## src/hdl/irpwd_pkg.sv

```systemverilog
package irpwd_pkg;

    // Payload widths shared by the channel interfaces and the decoder.
    localparam int ACTION_W  = 2;
    localparam int TIME_W    = 16;
    localparam int DATA_W    = 8;
    localparam int COUNT_W   = 8;
    localparam int CFG_IDX_W = 3;
    localparam int CFG_W     = 16;

    // Input actions.
    localparam logic [ACTION_W-1:0] ACT_EDGE = 2'd0;
    localparam logic [ACTION_W-1:0] ACT_TICK = 2'd1;
    localparam logic [ACTION_W-1:0] ACT_READ = 2'd2;

    // Configuration register indexes.
    localparam logic [CFG_IDX_W-1:0] REG_HEADER_MIN = 3'd0;
    localparam logic [CFG_IDX_W-1:0] REG_SPACE_MIN  = 3'd1;
    localparam logic [CFG_IDX_W-1:0] REG_SPACE_MAX  = 3'd2;
    localparam logic [CFG_IDX_W-1:0] REG_BIT_MIN    = 3'd3;
    localparam logic [CFG_IDX_W-1:0] REG_BIT_MAX    = 3'd4;
    localparam logic [CFG_IDX_W-1:0] REG_ONE_THRESH = 3'd5;
    localparam logic [CFG_IDX_W-1:0] REG_TIMEOUT    = 3'd6;

    // Register values after reset.
    localparam logic [CFG_W-1:0] HEADER_MIN_RST = 16'd124;
    localparam logic [CFG_W-1:0] SPACE_MIN_RST  = 16'd24;
    localparam logic [CFG_W-1:0] SPACE_MAX_RST  = 16'd44;
    localparam logic [CFG_W-1:0] BIT_MIN_RST    = 16'd24;
    localparam logic [CFG_W-1:0] BIT_MAX_RST    = 16'd77;
    localparam logic [CFG_W-1:0] ONE_THRESH_RST = 16'd50;
    localparam logic [CFG_W-1:0] TIMEOUT_RST    = 16'd200;

    // Bit count at which the frame is treated as an overflow.
    localparam logic [COUNT_W-1:0] BITS_LIMIT = 8'hff;

    typedef enum logic [4:0] {
        PH_IDLE   = 5'b00001,
        PH_HEADER = 5'b00010,
        PH_SPACE  = 5'b00100,
        PH_PULSE  = 5'b01000,
        PH_DONE   = 5'b10000
    } phase_t;

    typedef struct packed {
        logic              expect_rising;
        logic              frame_ready;
        logic              frame_dropped;
        logic              read_valid;
        logic [DATA_W-1:0]  data_byte;
        logic [COUNT_W-1:0] bit_total;
        logic              last;
    } result_t;

endpackage

```

## src/hdl/irpwd_if.sv

```systemverilog
interface irpwd_item_if
    import irpwd_pkg::*;
();
    logic                valid;
    logic                ready;
    logic [ACTION_W-1:0] action;
    logic [TIME_W-1:0]   timestamp;

    modport source (output valid, output action, output timestamp, input ready);
    modport sink   (input valid, input action, input timestamp, output ready);
endinterface

interface irpwd_result_if
    import irpwd_pkg::*;
();
    logic               valid;
    logic               ready;
    logic               expect_rising;
    logic               frame_ready;
    logic               frame_dropped;
    logic               read_valid;
    logic [DATA_W-1:0]  data_byte;
    logic [COUNT_W-1:0] bit_total;
    logic               last;

    modport source (
        output valid, output expect_rising, output frame_ready, output frame_dropped,
        output read_valid, output data_byte, output bit_total, output last,
        input ready
    );
    modport sink (
        input valid, input expect_rising, input frame_ready, input frame_dropped,
        input read_valid, input data_byte, input bit_total, input last,
        output ready
    );
endinterface

interface irpwd_cfg_if
    import irpwd_pkg::*;
();
    logic                 valid;
    logic                 ready;
    logic [CFG_IDX_W-1:0] index;
    logic [CFG_W-1:0]     data;

    modport source (output valid, output index, output data, input ready);
    modport sink   (input valid, input index, input data, output ready);
endinterface

```

## src/hdl/ir_pulse_width_decoder_unit.sv

```systemverilog
// A transaction passes from the input register to the result register. It waits in the input
// register while a frame read runs or while the pending result has not been taken.
// One edge, tick or empty read per cycle while results are taken; a frame read of n bytes
// holds the result register until its n bytes are taken, at most one byte a cycle.
// Reset (rst_n, asynchronous, active low): decoder idle, registers at their defaults,
// frame store cleared, no result pending.
module ir_pulse_width_decoder_unit
    import irpwd_pkg::*;
#(
    parameter int STORE_BYTES = 32
) (
    input  logic           clk,
    input  logic           rst_n,
    irpwd_item_if.sink     item,
    irpwd_result_if.source result,
    irpwd_cfg_if.sink      cfg
);

    localparam int STORE_AW = (STORE_BYTES > 1) ? $clog2(STORE_BYTES) : 1;
    localparam logic [5:0] STORE_CAP = 6'(STORE_BYTES);

    // Configuration registers.
    logic [CFG_W-1:0] header_min_reg, space_min_reg, space_max_reg;
    logic [CFG_W-1:0] bit_min_reg, bit_max_reg, one_thresh_reg, timeout_reg;

    // Input register.
    logic                s1_valid_reg;
    logic [ACTION_W-1:0] s1_action_reg;
    logic [TIME_W-1:0]   s1_time_reg;

    // Decoder state.
    phase_t             phase_reg, phase_next;
    logic [TIME_W-1:0]  prev_reg, prev_next;
    logic [COUNT_W-1:0] bits_reg, bits_next;
    logic [TIME_W-1:0]  deadline_reg, deadline_next;
    logic               armed_reg, armed_next;
    logic               want_rising_reg, want_rising_next;
    logic [DATA_W-1:0]  store_reg [STORE_BYTES];

    // Frame read sequencer and result register.
    logic                rd_active_reg, rd_active_next;
    logic [STORE_AW-1:0] rd_idx_reg, rd_idx_next;
    logic [STORE_AW-1:0] rd_last_reg, rd_last_next;
    logic [COUNT_W-1:0]  rd_total_reg, rd_total_next;
    logic                out_valid_reg, out_valid_next;
    result_t             out_reg, out_next;

    logic                out_free;
    logic                s1_fire;
    logic                rd_fire;
    logic [TIME_W-1:0]   delta;
    logic [TIME_W-1:0]   deadline_new;
    logic [COUNT_W-1:0]  bits_inc;
    logic                dropped;
    logic                read_go;
    logic                store_we;
    logic                store_bit;
    logic [STORE_AW-1:0] wr_byte;
    logic [2:0]          wr_bit;
    logic                in_store;
    logic [5:0]          nbytes_raw;
    logic [5:0]          nbytes;

    assign out_free   = !out_valid_reg || result.ready;
    assign s1_fire    = s1_valid_reg && !rd_active_reg && out_free;
    assign rd_fire    = rd_active_reg && out_free;
    assign item.ready = !s1_valid_reg || s1_fire;
    assign cfg.ready  = 1'b1;

    assign delta        = s1_time_reg - prev_reg;
    assign deadline_new = s1_time_reg + timeout_reg;
    assign bits_inc     = bits_reg + 8'd1;
    assign wr_byte      = STORE_AW'(bits_reg[7:3]);
    assign wr_bit       = bits_reg[2:0];
    assign in_store     = {1'b0, bits_reg[7:3]} < STORE_CAP;
    assign nbytes_raw   = {1'b0, bits_reg[7:3]} + {5'd0, |bits_reg[2:0]};
    assign nbytes       = (nbytes_raw > STORE_CAP) ? STORE_CAP : nbytes_raw;

    always_comb
    begin
        phase_next       = phase_reg;
        prev_next        = prev_reg;
        bits_next        = bits_reg;
        deadline_next    = deadline_reg;
        armed_next       = armed_reg;
        want_rising_next = want_rising_reg;
        dropped          = 1'b0;
        read_go          = 1'b0;
        store_we         = 1'b0;
        store_bit        = delta > one_thresh_reg;

        if (s1_fire)
        begin
            case (s1_action_reg)
                ACT_EDGE:
                begin
                    prev_next = s1_time_reg;
                    case (phase_reg)
                        PH_IDLE:
                        begin
                            want_rising_next = 1'b1;
                            phase_next       = PH_HEADER;
                        end
                        PH_HEADER:
                        begin
                            if (delta < header_min_reg)
                                dropped = 1'b1;
                            else
                            begin
                                deadline_next    = deadline_new;
                                armed_next       = 1'b1;
                                want_rising_next = 1'b0;
                                phase_next       = PH_SPACE;
                            end
                        end
                        PH_SPACE:
                        begin
                            deadline_next = deadline_new;
                            if (delta < space_min_reg || delta > space_max_reg)
                                dropped = 1'b1;
                            else
                            begin
                                want_rising_next = 1'b1;
                                phase_next       = PH_PULSE;
                            end
                        end
                        PH_PULSE:
                        begin
                            deadline_next = deadline_new;
                            if (delta < bit_min_reg || delta > bit_max_reg)
                                dropped = 1'b1;
                            else
                            begin
                                store_we  = in_store;
                                bits_next = bits_inc;
                                if (bits_inc == BITS_LIMIT)
                                    dropped = 1'b1;
                                else
                                begin
                                    want_rising_next = 1'b0;
                                    phase_next       = PH_SPACE;
                                end
                            end
                        end
                        default:
                        begin
                        end
                    endcase
                end
                ACT_TICK:
                begin
                    if (armed_reg && s1_time_reg == deadline_reg)
                    begin
                        armed_next = 1'b0;
                        phase_next = PH_DONE;
                    end
                end
                ACT_READ:
                begin
                    read_go = phase_reg == PH_DONE;
                end
                default:
                begin
                end
            endcase

            // A dropped frame and a completed read both rearm the decoder.
            if (dropped || read_go)
            begin
                armed_next       = 1'b0;
                bits_next        = '0;
                phase_next       = PH_IDLE;
                want_rising_next = 1'b0;
            end
        end
    end

    always_comb
    begin
        rd_active_next = rd_active_reg;
        rd_idx_next    = rd_idx_reg;
        rd_last_next   = rd_last_reg;
        rd_total_next  = rd_total_reg;
        out_next       = out_reg;
        out_valid_next = out_valid_reg && !result.ready;

        if (s1_fire)
        begin
            out_valid_next         = 1'b1;
            out_next.expect_rising = want_rising_next;
            out_next.frame_ready   = phase_next == PH_DONE;
            out_next.frame_dropped = dropped;
            out_next.read_valid    = read_go;
            out_next.data_byte     = '0;
            out_next.bit_total     = '0;
            out_next.last          = 1'b1;
            if (read_go && nbytes != 6'd0)
            begin
                out_next.data_byte = store_reg[0];
                out_next.bit_total = bits_reg;
                out_next.last      = nbytes == 6'd1;
                rd_active_next     = nbytes != 6'd1;
                rd_idx_next        = STORE_AW'(1);
                rd_last_next       = STORE_AW'(nbytes - 6'd1);
                rd_total_next      = bits_reg;
            end
        end
        else if (rd_fire)
        begin
            out_valid_next         = 1'b1;
            out_next.expect_rising = 1'b0;
            out_next.frame_ready   = 1'b0;
            out_next.frame_dropped = 1'b0;
            out_next.read_valid    = 1'b1;
            out_next.data_byte     = store_reg[rd_idx_reg];
            out_next.bit_total     = rd_total_reg;
            out_next.last          = rd_idx_reg == rd_last_reg;
            rd_idx_next            = rd_idx_reg + STORE_AW'(1);
            if (rd_idx_reg == rd_last_reg)
                rd_active_next = 1'b0;
        end
    end

    always_ff @(posedge clk or negedge rst_n)
    begin
        if (!rst_n)
        begin
            header_min_reg <= HEADER_MIN_RST;
            space_min_reg  <= SPACE_MIN_RST;
            space_max_reg  <= SPACE_MAX_RST;
            bit_min_reg    <= BIT_MIN_RST;
            bit_max_reg    <= BIT_MAX_RST;
            one_thresh_reg <= ONE_THRESH_RST;
            timeout_reg    <= TIMEOUT_RST;
        end
        else if (cfg.valid)
        begin
            case (cfg.index)
                REG_HEADER_MIN: header_min_reg <= cfg.data;
                REG_SPACE_MIN:  space_min_reg  <= cfg.data;
                REG_SPACE_MAX:  space_max_reg  <= cfg.data;
                REG_BIT_MIN:    bit_min_reg    <= cfg.data;
                REG_BIT_MAX:    bit_max_reg    <= cfg.data;
                REG_ONE_THRESH: one_thresh_reg <= cfg.data;
                REG_TIMEOUT:    timeout_reg    <= cfg.data;
                default:
                begin
                end
            endcase
        end
    end

    always_ff @(posedge clk or negedge rst_n)
    begin
        if (!rst_n)
        begin
            s1_valid_reg    <= 1'b0;
            phase_reg       <= PH_IDLE;
            prev_reg        <= '0;
            bits_reg        <= '0;
            deadline_reg    <= '0;
            armed_reg       <= 1'b0;
            want_rising_reg <= 1'b0;
            rd_active_reg   <= 1'b0;
            out_valid_reg   <= 1'b0;
        end
        else
        begin
            if (item.ready)
                s1_valid_reg <= item.valid;
            phase_reg       <= phase_next;
            prev_reg        <= prev_next;
            bits_reg        <= bits_next;
            deadline_reg    <= deadline_next;
            armed_reg       <= armed_next;
            want_rising_reg <= want_rising_next;
            rd_active_reg   <= rd_active_next;
            out_valid_reg   <= out_valid_next;
        end
    end

    always_ff @(posedge clk or negedge rst_n)
    begin
        if (!rst_n)
        begin
            for (int i = 0; i < STORE_BYTES; i++)
                store_reg[i] <= '0;
        end
        else if (store_we)
            store_reg[wr_byte][wr_bit] <= store_bit;
    end

    always_ff @(posedge clk)
    begin
        if (item.ready && item.valid)
        begin
            s1_action_reg <= item.action;
            s1_time_reg   <= item.timestamp;
        end
        rd_idx_reg   <= rd_idx_next;
        rd_last_reg  <= rd_last_next;
        rd_total_reg <= rd_total_next;
        out_reg      <= out_next;
    end

    assign result.valid         = out_valid_reg;
    assign result.expect_rising = out_reg.expect_rising;
    assign result.frame_ready   = out_reg.frame_ready;
    assign result.frame_dropped = out_reg.frame_dropped;
    assign result.read_valid    = out_reg.read_valid;
    assign result.data_byte     = out_reg.data_byte;
    assign result.bit_total     = out_reg.bit_total;
    assign result.last          = out_reg.last;

    // The deadline runs only between the header and the end of the frame.
    a_armed_phase: assert property (@(posedge clk) disable iff (!rst_n)
        armed_reg |-> (phase_reg == PH_SPACE || phase_reg == PH_PULSE))
        else $error("deadline armed outside the bit phases");

    // An overflowing frame must have been dropped before the count reaches the limit.
    a_bits_limit: assert property (@(posedge clk) disable iff (!rst_n)
        bits_reg != BITS_LIMIT)
        else $error("bit count reached the overflow limit");

    // While a frame read is still running, the pending result is a non-final data byte.
    a_read_run: assert property (@(posedge clk) disable iff (!rst_n)
        rd_active_reg |-> (out_valid_reg && out_reg.read_valid && !out_reg.last))
        else $error("frame read running without a pending data byte");

    // A read result always reports the rearmed decoder.
    a_read_status: assert property (@(posedge clk) disable iff (!rst_n)
        (out_valid_reg && out_reg.read_valid)
            |-> (!out_reg.frame_ready && !out_reg.expect_rising && !out_reg.frame_dropped))
        else $error("read result does not show a rearmed decoder");

    // The input register cannot advance while the read sequencer owns the result register.
    a_read_stall: assert property (@(posedge clk) disable iff (!rst_n)
        (rd_active_reg && s1_valid_reg) |=> s1_valid_reg)
        else $error("queued transaction lost during a frame read");

endmodule
```

## src/flat_wrapper.sv

```systemverilog
// flat-port wrapper written by rule: the top's interface ports become plain ports
module ir_pulse_width_decoder_unit_flat import irpwd_pkg::*;
#(
    parameter int STORE_BYTES = 32
)
  (clk, rst_n, item_valid, item_action, item_timestamp, item_ready, result_valid, result_expect_rising, result_frame_ready, result_frame_dropped, result_read_valid, result_data_byte, result_bit_total, result_last, result_ready, cfg_valid, cfg_index, cfg_data, cfg_ready);
  irpwd_item_if item_i ();
  irpwd_result_if result_i ();
  irpwd_cfg_if cfg_i ();
  input  logic clk;
  input  logic rst_n;
  input wire logic [$bits(item_i.valid)-1:0] item_valid;
  input wire logic [$bits(item_i.action)-1:0] item_action;
  input wire logic [$bits(item_i.timestamp)-1:0] item_timestamp;
  output wire logic [$bits(item_i.ready)-1:0] item_ready;
  output wire logic [$bits(result_i.valid)-1:0] result_valid;
  output wire logic [$bits(result_i.expect_rising)-1:0] result_expect_rising;
  output wire logic [$bits(result_i.frame_ready)-1:0] result_frame_ready;
  output wire logic [$bits(result_i.frame_dropped)-1:0] result_frame_dropped;
  output wire logic [$bits(result_i.read_valid)-1:0] result_read_valid;
  output wire logic [$bits(result_i.data_byte)-1:0] result_data_byte;
  output wire logic [$bits(result_i.bit_total)-1:0] result_bit_total;
  output wire logic [$bits(result_i.last)-1:0] result_last;
  input wire logic [$bits(result_i.ready)-1:0] result_ready;
  input wire logic [$bits(cfg_i.valid)-1:0] cfg_valid;
  input wire logic [$bits(cfg_i.index)-1:0] cfg_index;
  input wire logic [$bits(cfg_i.data)-1:0] cfg_data;
  output wire logic [$bits(cfg_i.ready)-1:0] cfg_ready;
  assign item_i.valid = item_valid;
  assign item_i.action = item_action;
  assign item_i.timestamp = item_timestamp;
  assign item_ready = item_i.ready;
  assign result_valid = result_i.valid;
  assign result_expect_rising = result_i.expect_rising;
  assign result_frame_ready = result_i.frame_ready;
  assign result_frame_dropped = result_i.frame_dropped;
  assign result_read_valid = result_i.read_valid;
  assign result_data_byte = result_i.data_byte;
  assign result_bit_total = result_i.bit_total;
  assign result_last = result_i.last;
  assign result_i.ready = result_ready;
  assign cfg_i.valid = cfg_valid;
  assign cfg_i.index = cfg_index;
  assign cfg_i.data = cfg_data;
  assign cfg_ready = cfg_i.ready;
  ir_pulse_width_decoder_unit #(.STORE_BYTES(STORE_BYTES)) u_core (.clk(clk), .rst_n(rst_n), .item(item_i), .result(result_i), .cfg(cfg_i));
endmodule
```

## config.mk

```make
export PLATFORM = sky130hd
export DESIGN_NAME = ir_pulse_width_decoder_unit_flat
export DESIGN_NICKNAME = d
export VERILOG_FILES = /design/src/hdl/irpwd_pkg.sv /design/src/hdl/irpwd_if.sv /design/src/hdl/ir_pulse_width_decoder_unit.sv /design/src/flat_wrapper.sv
export SDC_FILE = /design/constraint.sdc
export NUM_CORES = 1
export LEC_CHECK = 0
export ABC_AREA = 1
export BUFFER_PORTS_ARGS = -buffer_cell sky130_fd_sc_hd__buf_2
export CAP_MARGIN = 20
export CORE_ASPECT_RATIO = 1.2
export CORE_UTILIZATION = 35
export DETAILED_ROUTE_END_ITERATION = 7
export GPL_TIMING_DRIVEN = 0
export PLACE_DENSITY_LB_ADDON = 0.3
export SLEW_MARGIN = 10
export SYNTH_ARGS = -nofsm -noshare
export SYNTH_HDL_FRONTEND = slang
export SYNTH_SLANG_ARGS = --single-unit
```

## constraint.sdc

```tcl
create_clock -name clk -period 6.86 [get_ports clk]
set_input_delay 0.343 -clock clk [delete_from_list [all_inputs] [get_ports clk]]
set_output_delay 0.343 -clock clk [all_outputs]
set_load 0.02 [all_outputs]
```

Yosys cells after proc, flatten, opt, wreduce, memory -nomap -nowiden

Cells that the tools add are included.

Word-level logic and storage cells: 211
Bits in registers: 475
Bits of input ports: 42

Add/sub/neg operators: 6
Bitwise logic cells: 2
Equality and inequality tests: 25
Muxes and demuxes: 63
Reductions and logical operators: 43
$lt $le $gt $ge: 12

Operator list:

| kind                                        | count |
|---|---|
| 256-bit bitwise mux                         | 1 |
| 8-bit two-way mux                           | 7 |
| 5-bit two-way mux                           | 10 |
| 16-bit greater-than comparator              | 3 |
| 16-bit less-than comparator                 | 3 |
| 21-bit two-way mux                          | 2 |
| 8-bit binary-select mux with 5-bit select   | 1 |
| 8-bit demux with 5-bit select               | 1 |
| 16-bit case mux with 2 select lines         | 1 |
| 1-bit two-way mux                           | 31 |
| 5-bit case mux with 4 select lines          | 1 |
| 2-bit AND reduction                         | 10 |
| 17-bit two-way mux                          | 1 |
| 16-bit adder                                | 1 |
| 16-bit == test                              | 1 |
| 16-bit two-way mux                          | 1 |
| 16-bit subtractor                           | 1 |
| 6-bit >= comparator (second input constant) | 2 |
| 5-bit inverter with 6-bit output            | 2 |
| 5-bit == test (second input constant)       | 2 |
| 5-bit case mux with 2 select lines          | 1 |
| 2-bit nonzero test                          | 5 |
| 3-bit == test (second input constant)       | 3 |
| 1-bit logical AND                           | 9 |
| other kinds (40)                            | 51 |

Depth between registers and ports, before layout

Depth in word-level cells: 12
Mapped depth: 29
Gate-level depth less buffers: 29

Worst setup path after synthesis

OpenSTA, ideal clock, no wires.

Path kind: register -> register
From: register u_core.s1_time_reg[0]
To: register u_core.out_reg (netlist bit u_core.result.frame_ready), data pin
Path slack: 2.796 ns
Required time: 6.608 ns
Arrival: 3.811 ns
Stages on the path, launching flop included: 24
Setup time: 0.252 ns
Path through: edfxtp_1 > inv_1 > ha_1 > fa_1 > o31ai_1 > a21o_1 > nand2_1 > a31oi_1 > nand3_1 > nand2_1 > xor2_1 > inv_1 > ha_1 > nand2_1 > nor3_1 > nand3_1 > nand2_1 > nand3_1 > nand2_2 > nand3_2 > a21oi_2 > nand3_1 > nand4_1 > nor2_1

Cells in the longest elaborated chain, start to end: 12
Elaborated cells on any way between the ends: 27
Classes of those cells: add/sub: 1; order compare: 5; eq/ne: 2; mux: 15; reduce/logical: 4

Ends and longest elaborated chain:

| item                                                      | line                                                                   | text |
|---|---|---|
| from (decl)                                               | ir_pulse_width_decoder_unit.sv:29                                      | `logic [TIME_W-1:0] s1_time_reg;` |
| from (signal assigned)                                    | ir_pulse_width_decoder_unit.sv:298                                     | `s1_time_reg <= item.timestamp;` |
| 16-bit subtractor                                         | ir_pulse_width_decoder_unit.sv:70                                      | `assign delta = s1_time_reg - prev_reg;` |
| 16-bit less-than comparator, or another cell as far along | ir_pulse_width_decoder_unit.sv:130                                     | `if (delta < bit_min_reg \|\| delta > bit_max_reg)` |
| 1-bit logical OR, on equally long branches                | ir_pulse_width_decoder_unit.sv:130, ir_pulse_width_decoder_unit.sv:119 |  |
| 1-bit two-way mux, on equally long branches               | ir_pulse_width_decoder_unit.sv:130, ir_pulse_width_decoder_unit.sv:119 |  |
| 1-bit case mux with 3 select lines                        | ir_pulse_width_decoder_unit.sv:98                                      | `case (phase_reg)` |
| 1-bit two-way mux                                         | ir_pulse_width_decoder_unit.sv:94                                      | `case (s1_action_reg)` |
| 1-bit two-way mux                                         | ir_pulse_width_decoder_unit.sv:92                                      | `if (s1_fire)` |
| 1-bit logical OR                                          | ir_pulse_width_decoder_unit.sv:168                                     | `if (dropped \|\| read_go)` |
| 5-bit two-way mux (*)                                     | ir_pulse_width_decoder_unit.sv:168                                     |  |
| 5-bit two-way mux (*)                                     | ir_pulse_width_decoder_unit.sv:92                                      |  |
| 5-bit == test (*)                                         | ir_pulse_width_decoder_unit.sv:191                                     | `out_next.frame_ready = phase_next == PH_DONE;` |
| 21-bit two-way mux (*)                                    | ir_pulse_width_decoder_unit.sv:187                                     | `if (s1_fire)` |
| to (signal assigned)                                      | ir_pulse_width_decoder_unit.sv:303                                     | `out_reg <= out_next;` |
| to (decl)                                                 | ir_pulse_width_decoder_unit.sv:46                                      | `result_t out_reg, out_next;` |

Every way passes the cells marked *; elsewhere a longest branch is shown, timed or not. The select of a mux whose other input is x is not followed.
A chain may end at the register's enable or synchronous reset.

Final worst setup path

From: register u_core.s1_time_reg[0]
To: register u_core.store_reg[39] in the netlist's numbering

Cells in the longest elaborated chain, start to end: 7
Elaborated cells on any way between the ends: 10
Classes of those cells: add/sub: 1; order compare: 3; mux: 5; reduce/logical: 1

Ends and longest elaborated chain:

| item                                                                                 | line                               | text |
|---|---|---|
| 16-bit subtractor (*)                                                                | ir_pulse_width_decoder_unit.sv:70  |  |
| 16-bit less-than comparator / 16-bit greater-than comparator (equally long branches) | ir_pulse_width_decoder_unit.sv:130 |  |
| 1-bit logical OR                                                                     | ir_pulse_width_decoder_unit.sv:130 |  |
| 1-bit two-way mux                                                                    | ir_pulse_width_decoder_unit.sv:130 |  |
| 1-bit two-way mux                                                                    | ir_pulse_width_decoder_unit.sv:98  |  |
| 1-bit two-way mux                                                                    | ir_pulse_width_decoder_unit.sv:94  |  |
| 1-bit two-way mux                                                                    | ir_pulse_width_decoder_unit.sv:92  |  |
| to (signal, indexed assignment)                                                      | ir_pulse_width_decoder_unit.sv:290 | `store_reg[wr_byte][wr_bit] <= store_bit;` |
| to (decl)                                                                            | ir_pulse_width_decoder_unit.sv:38  | `logic [DATA_W-1:0] store_reg [STORE_BYTES];` |

Every way passes the cells marked *; elsewhere a longest branch is shown, timed or not.

==> results.toml <==
[power_and_ir_drop]
peakVddDrop_mv = 0.3372
switching_share_pct = 44.39
p_comb_share_pct = 46.3
pwr-share-clk_pct = 25.6
pwr_density_cell_nw_per_um2 = 415.3
p_seq_share_pct = 28.1
p_leak_nw = 13.35
power.switching_w = 0.005372
total_power_w = 0.01210
intPower_w = 0.006731

[placed_design]
port-buffer-count = 64
post-dp-hpwl_um = 59970
place_ws_ps = 1407
place.gp.congestion = 0.9215
placed_area_sq_um = 27020

[synthesis]
synth.avg_cell_area_sq_um = 8.429
ys_warn_count = 0
synth_fp_nets = 3187
syn_inst = 3011
async_flop_share_pct = 88.00
synth_cell_types = 57
synth-main-ff-cell = "dfrtp_1"
synth-seq-cells = 475
yosysSeqAreaShare_pct = 48.07
syn_area_sq_um = 25380
synth_edf_count = 57

[cts]
htreeDepth = 2
path_clk_slew_ps = 70
cts_buffer_depth = 3
post-cts-setup-buffer-count = 0
cts.sinks = 475
cts_hold_buf = 20
cts_made_buffers = 54
cts_root_buffer = "clkbuf_16"
tritoncts = "yes"
insertion_delay_ps = 620
ctsResizeCount = 0

[hold_path]
hold_path.class = "in2reg"

[drt]
routed_wl_um = 82800
wl_met1_um = 33800
dr_wl_met3_um = 5391
firstDrtPassIters = 8
via_per_inst = 5.416
dr_wl_met2_um = 39470
drc_errors = 0
wl_per_cell_um = 20.06
vias = 22356
initialDrtViolationCount = 2081
antenna_left = 0
routed.top_layer = "met4"

[critical_path]
critical_path.max_stage_delay_ps = 600
cp.arrival_ps = 6030
cp_num_buf_inv = 3
cp_data_required_time_ps = 7390
path_max_fanout = 10
cp-start-kind = "flop"
slowest_stage = "xor2_1"
crit_type = "reg2reg"
path_cells = "inv_1, ha_1, fa_1, o31ai_1, a21oi_1, o21bai_1, nand3_1, nand2_1, xor2_1, ha_1, nand2_1, nor3_1, nand3_1, nand2_1, nand3_1, nor2_4, nand2_1, inv_2, buf_2, a21oi_1, a31oi_1"
cpMostUsedCell = "nand2_1"
cp_top_family = "simple AND/OR/NAND/NOR gates"
end_kind = "flop"

[floorplanning]
die_x_um = 247.8
die_height_um = 297.0
fp.coreArea_sq_um = 71360
rows = 107
dieArea_sq_um = 73600
io_pins = 66
initial_core_util_pct = 35.57

[global_route]
track_usage_pct = 22.73
grt_start_max_net_pins = 104
grt.overflow.total = 0
grt_pass1_vias = 21624
antenna_found_initial = 0
grt_pass1_wl_um = 129100

[cells_and_area]
drive_gt1_share_pct = 8.526
utilization_pct = 40.84
final_cell_mix = "nand2_1, dfrtp_1, a21oi_1"
final_area_sq_um = 29140
mostFrequentLayoutCell = "nand2_1"
antenna_cells = 0
nNetsFinal = 3334
area_growth_pct = 14.82
largest_register_ffs = 256

[sta]
hold_viol = 0
worst_pin_slew_ps = 1115
slew_viol_final = 0
holdWs_ps = 70.37
finClkSkew_ps = 24.31
fmax_mhz = 181.9
fin_ws_ps = 1364
rsz0062_at_grt = "no"
post-route-period-util_pct = 80.12
setup_viol = 0
max_slew_margin_pct = 25.68
post-route-min-period_ps = 5496

[outcome]
status = "completed"

[flow_run]
maxCapViolations = 0
[worst register-to-register path, stage by stage (launching register included)]
cell and delay (ps):
edfxtp_1 380, inv_1 100, ha_1 240, fa_1 460
o31ai_1 470, a21oi_1 120, o21bai_1 300, nand3_1 110
nand2_1 90, xor2_1 600, ha_1 250, nand2_1 80
nor3_1 390, nand3_1 120, nand2_1 200, nand3_1 210
nor2_4 220, nand2_1 290, inv_2 260, buf_2 290
a21oi_1 100, a31oi_1 170
[Yosys cell counts, types with 3 or more instances]
cell type | number | area [sq um]
nor2_8 | 6 | 120.1
o21ai_0 | 320 | 1602
o21ai_1 | 11 | 55.05
o211ai_1 | 13 | 97.59
clkbuf_1 | 140 | 525.5
o221ai_1 | 23 | 201.4
o22ai_1 | 38 | 237.7
buf_1 | 5 | 18.77
inv_2 | 5 | 18.77
nor4_1 | 3 | 18.77
or2_2 | 7 | 43.79
a31oi_1 | 204 | 1276
o31ai_1 | 4 | 30.03
xor2_1 | 33 | 289.0
nand2_1 | 408 | 1531
edfxtp_1 | 57 | 1712
o21a_1 | 5 | 37.54
dfrtp_1 | 395 | 9884
buf_2 | 43 | 215.2
nor3_2 | 6 | 60.06
inv_1 | 271 | 1017
xnor2_1 | 11 | 96.34
dfstp_2 | 23 | 604.3
o2111ai_1 | 5 | 43.79
nand3_1 | 66 | 330.3
nor3_1 | 15 | 75.07
ha_1 | 132 | 1652
a21oi_1 | 351 | 1757
nor2_1 | 336 | 1261
nand4_1 | 34 | 212.7
nand2_2 | 5 | 31.28
[stage by stage]
stage / setup TNS, ps / instances
after floorplan: 0 / 3011
after global placement: -1355310 / 4001
after detailed placement: 0 / 4007
after CTS: 0 / 4127
after global routing: 0 / 4128
final: 0 / 4128
[area by class of cell]
class	instances	area (sq um)
Clock buffer	78	1624
Sequential cell	475	12200
Inverter	279	1050
Clock inverter	22	267.8
Tap cell	926	1159
Timing Repair Buffer	91	706.9
Fill cell	7317	42220
Buffer	192	790.8
Multi-Input combinational cell	2065	11340
[cell families after synthesis]
family                     count (synthesis)  share of synthesized area [%]
xor gates and xnor gates                  44                          1.518
and+or+nand+nor                          900                          15.03
buffers and inverters                    471                          7.252
muxes                                      1                        0.03944
other                                      1                        0.01478
DFF                                      475                          48.07
adders and majority gates                134                          6.665
AOI/OAI and AO/OA                        985                          21.41
[worst paths after layout]
check	startpoint	to	slack, ps	depth (start not counted)
max in group asynchronous	rst_n	u_core.bit_min_reg[10]	5510	4
worst max-delay path	u_core.s1_time_reg[0]	u_core.store_reg[39]	1360	21
worst min-delay path	result_ready	u_core.result.valid	70	4
worst max register to register	u_core.s1_time_reg[0]	u_core.store_reg[39]	1360	21
worst min register to register	u_core.bits_reg[6]	u_core.rd_total_reg[6]	440	0
min in group asynchronous	rst_n	u_core.store_reg[55]	380	3
[power by group through the flow]
stage	clock network, W	logic [W]	registers, W
2_1_floorplan	0	0.00371	0.00345
3_3_place_gp	0	0.00547	0.00346
3_5_place_dp	0	0.00555	0.00346
4_1_cts	0.00314	0.00558	0.00341
5_1_grt	0.00326	0.00631	0.00344
6_report	0.00310	0.00560	0.00340
[per-layer routing]
layer  GRT usage, %  up-vias
met5              0        -
met4          11.23        0
met3          3.248      205
met2          37.31      858
met1          29.06    10631
li1               -    10662
(Power assumes the default switching activity.)
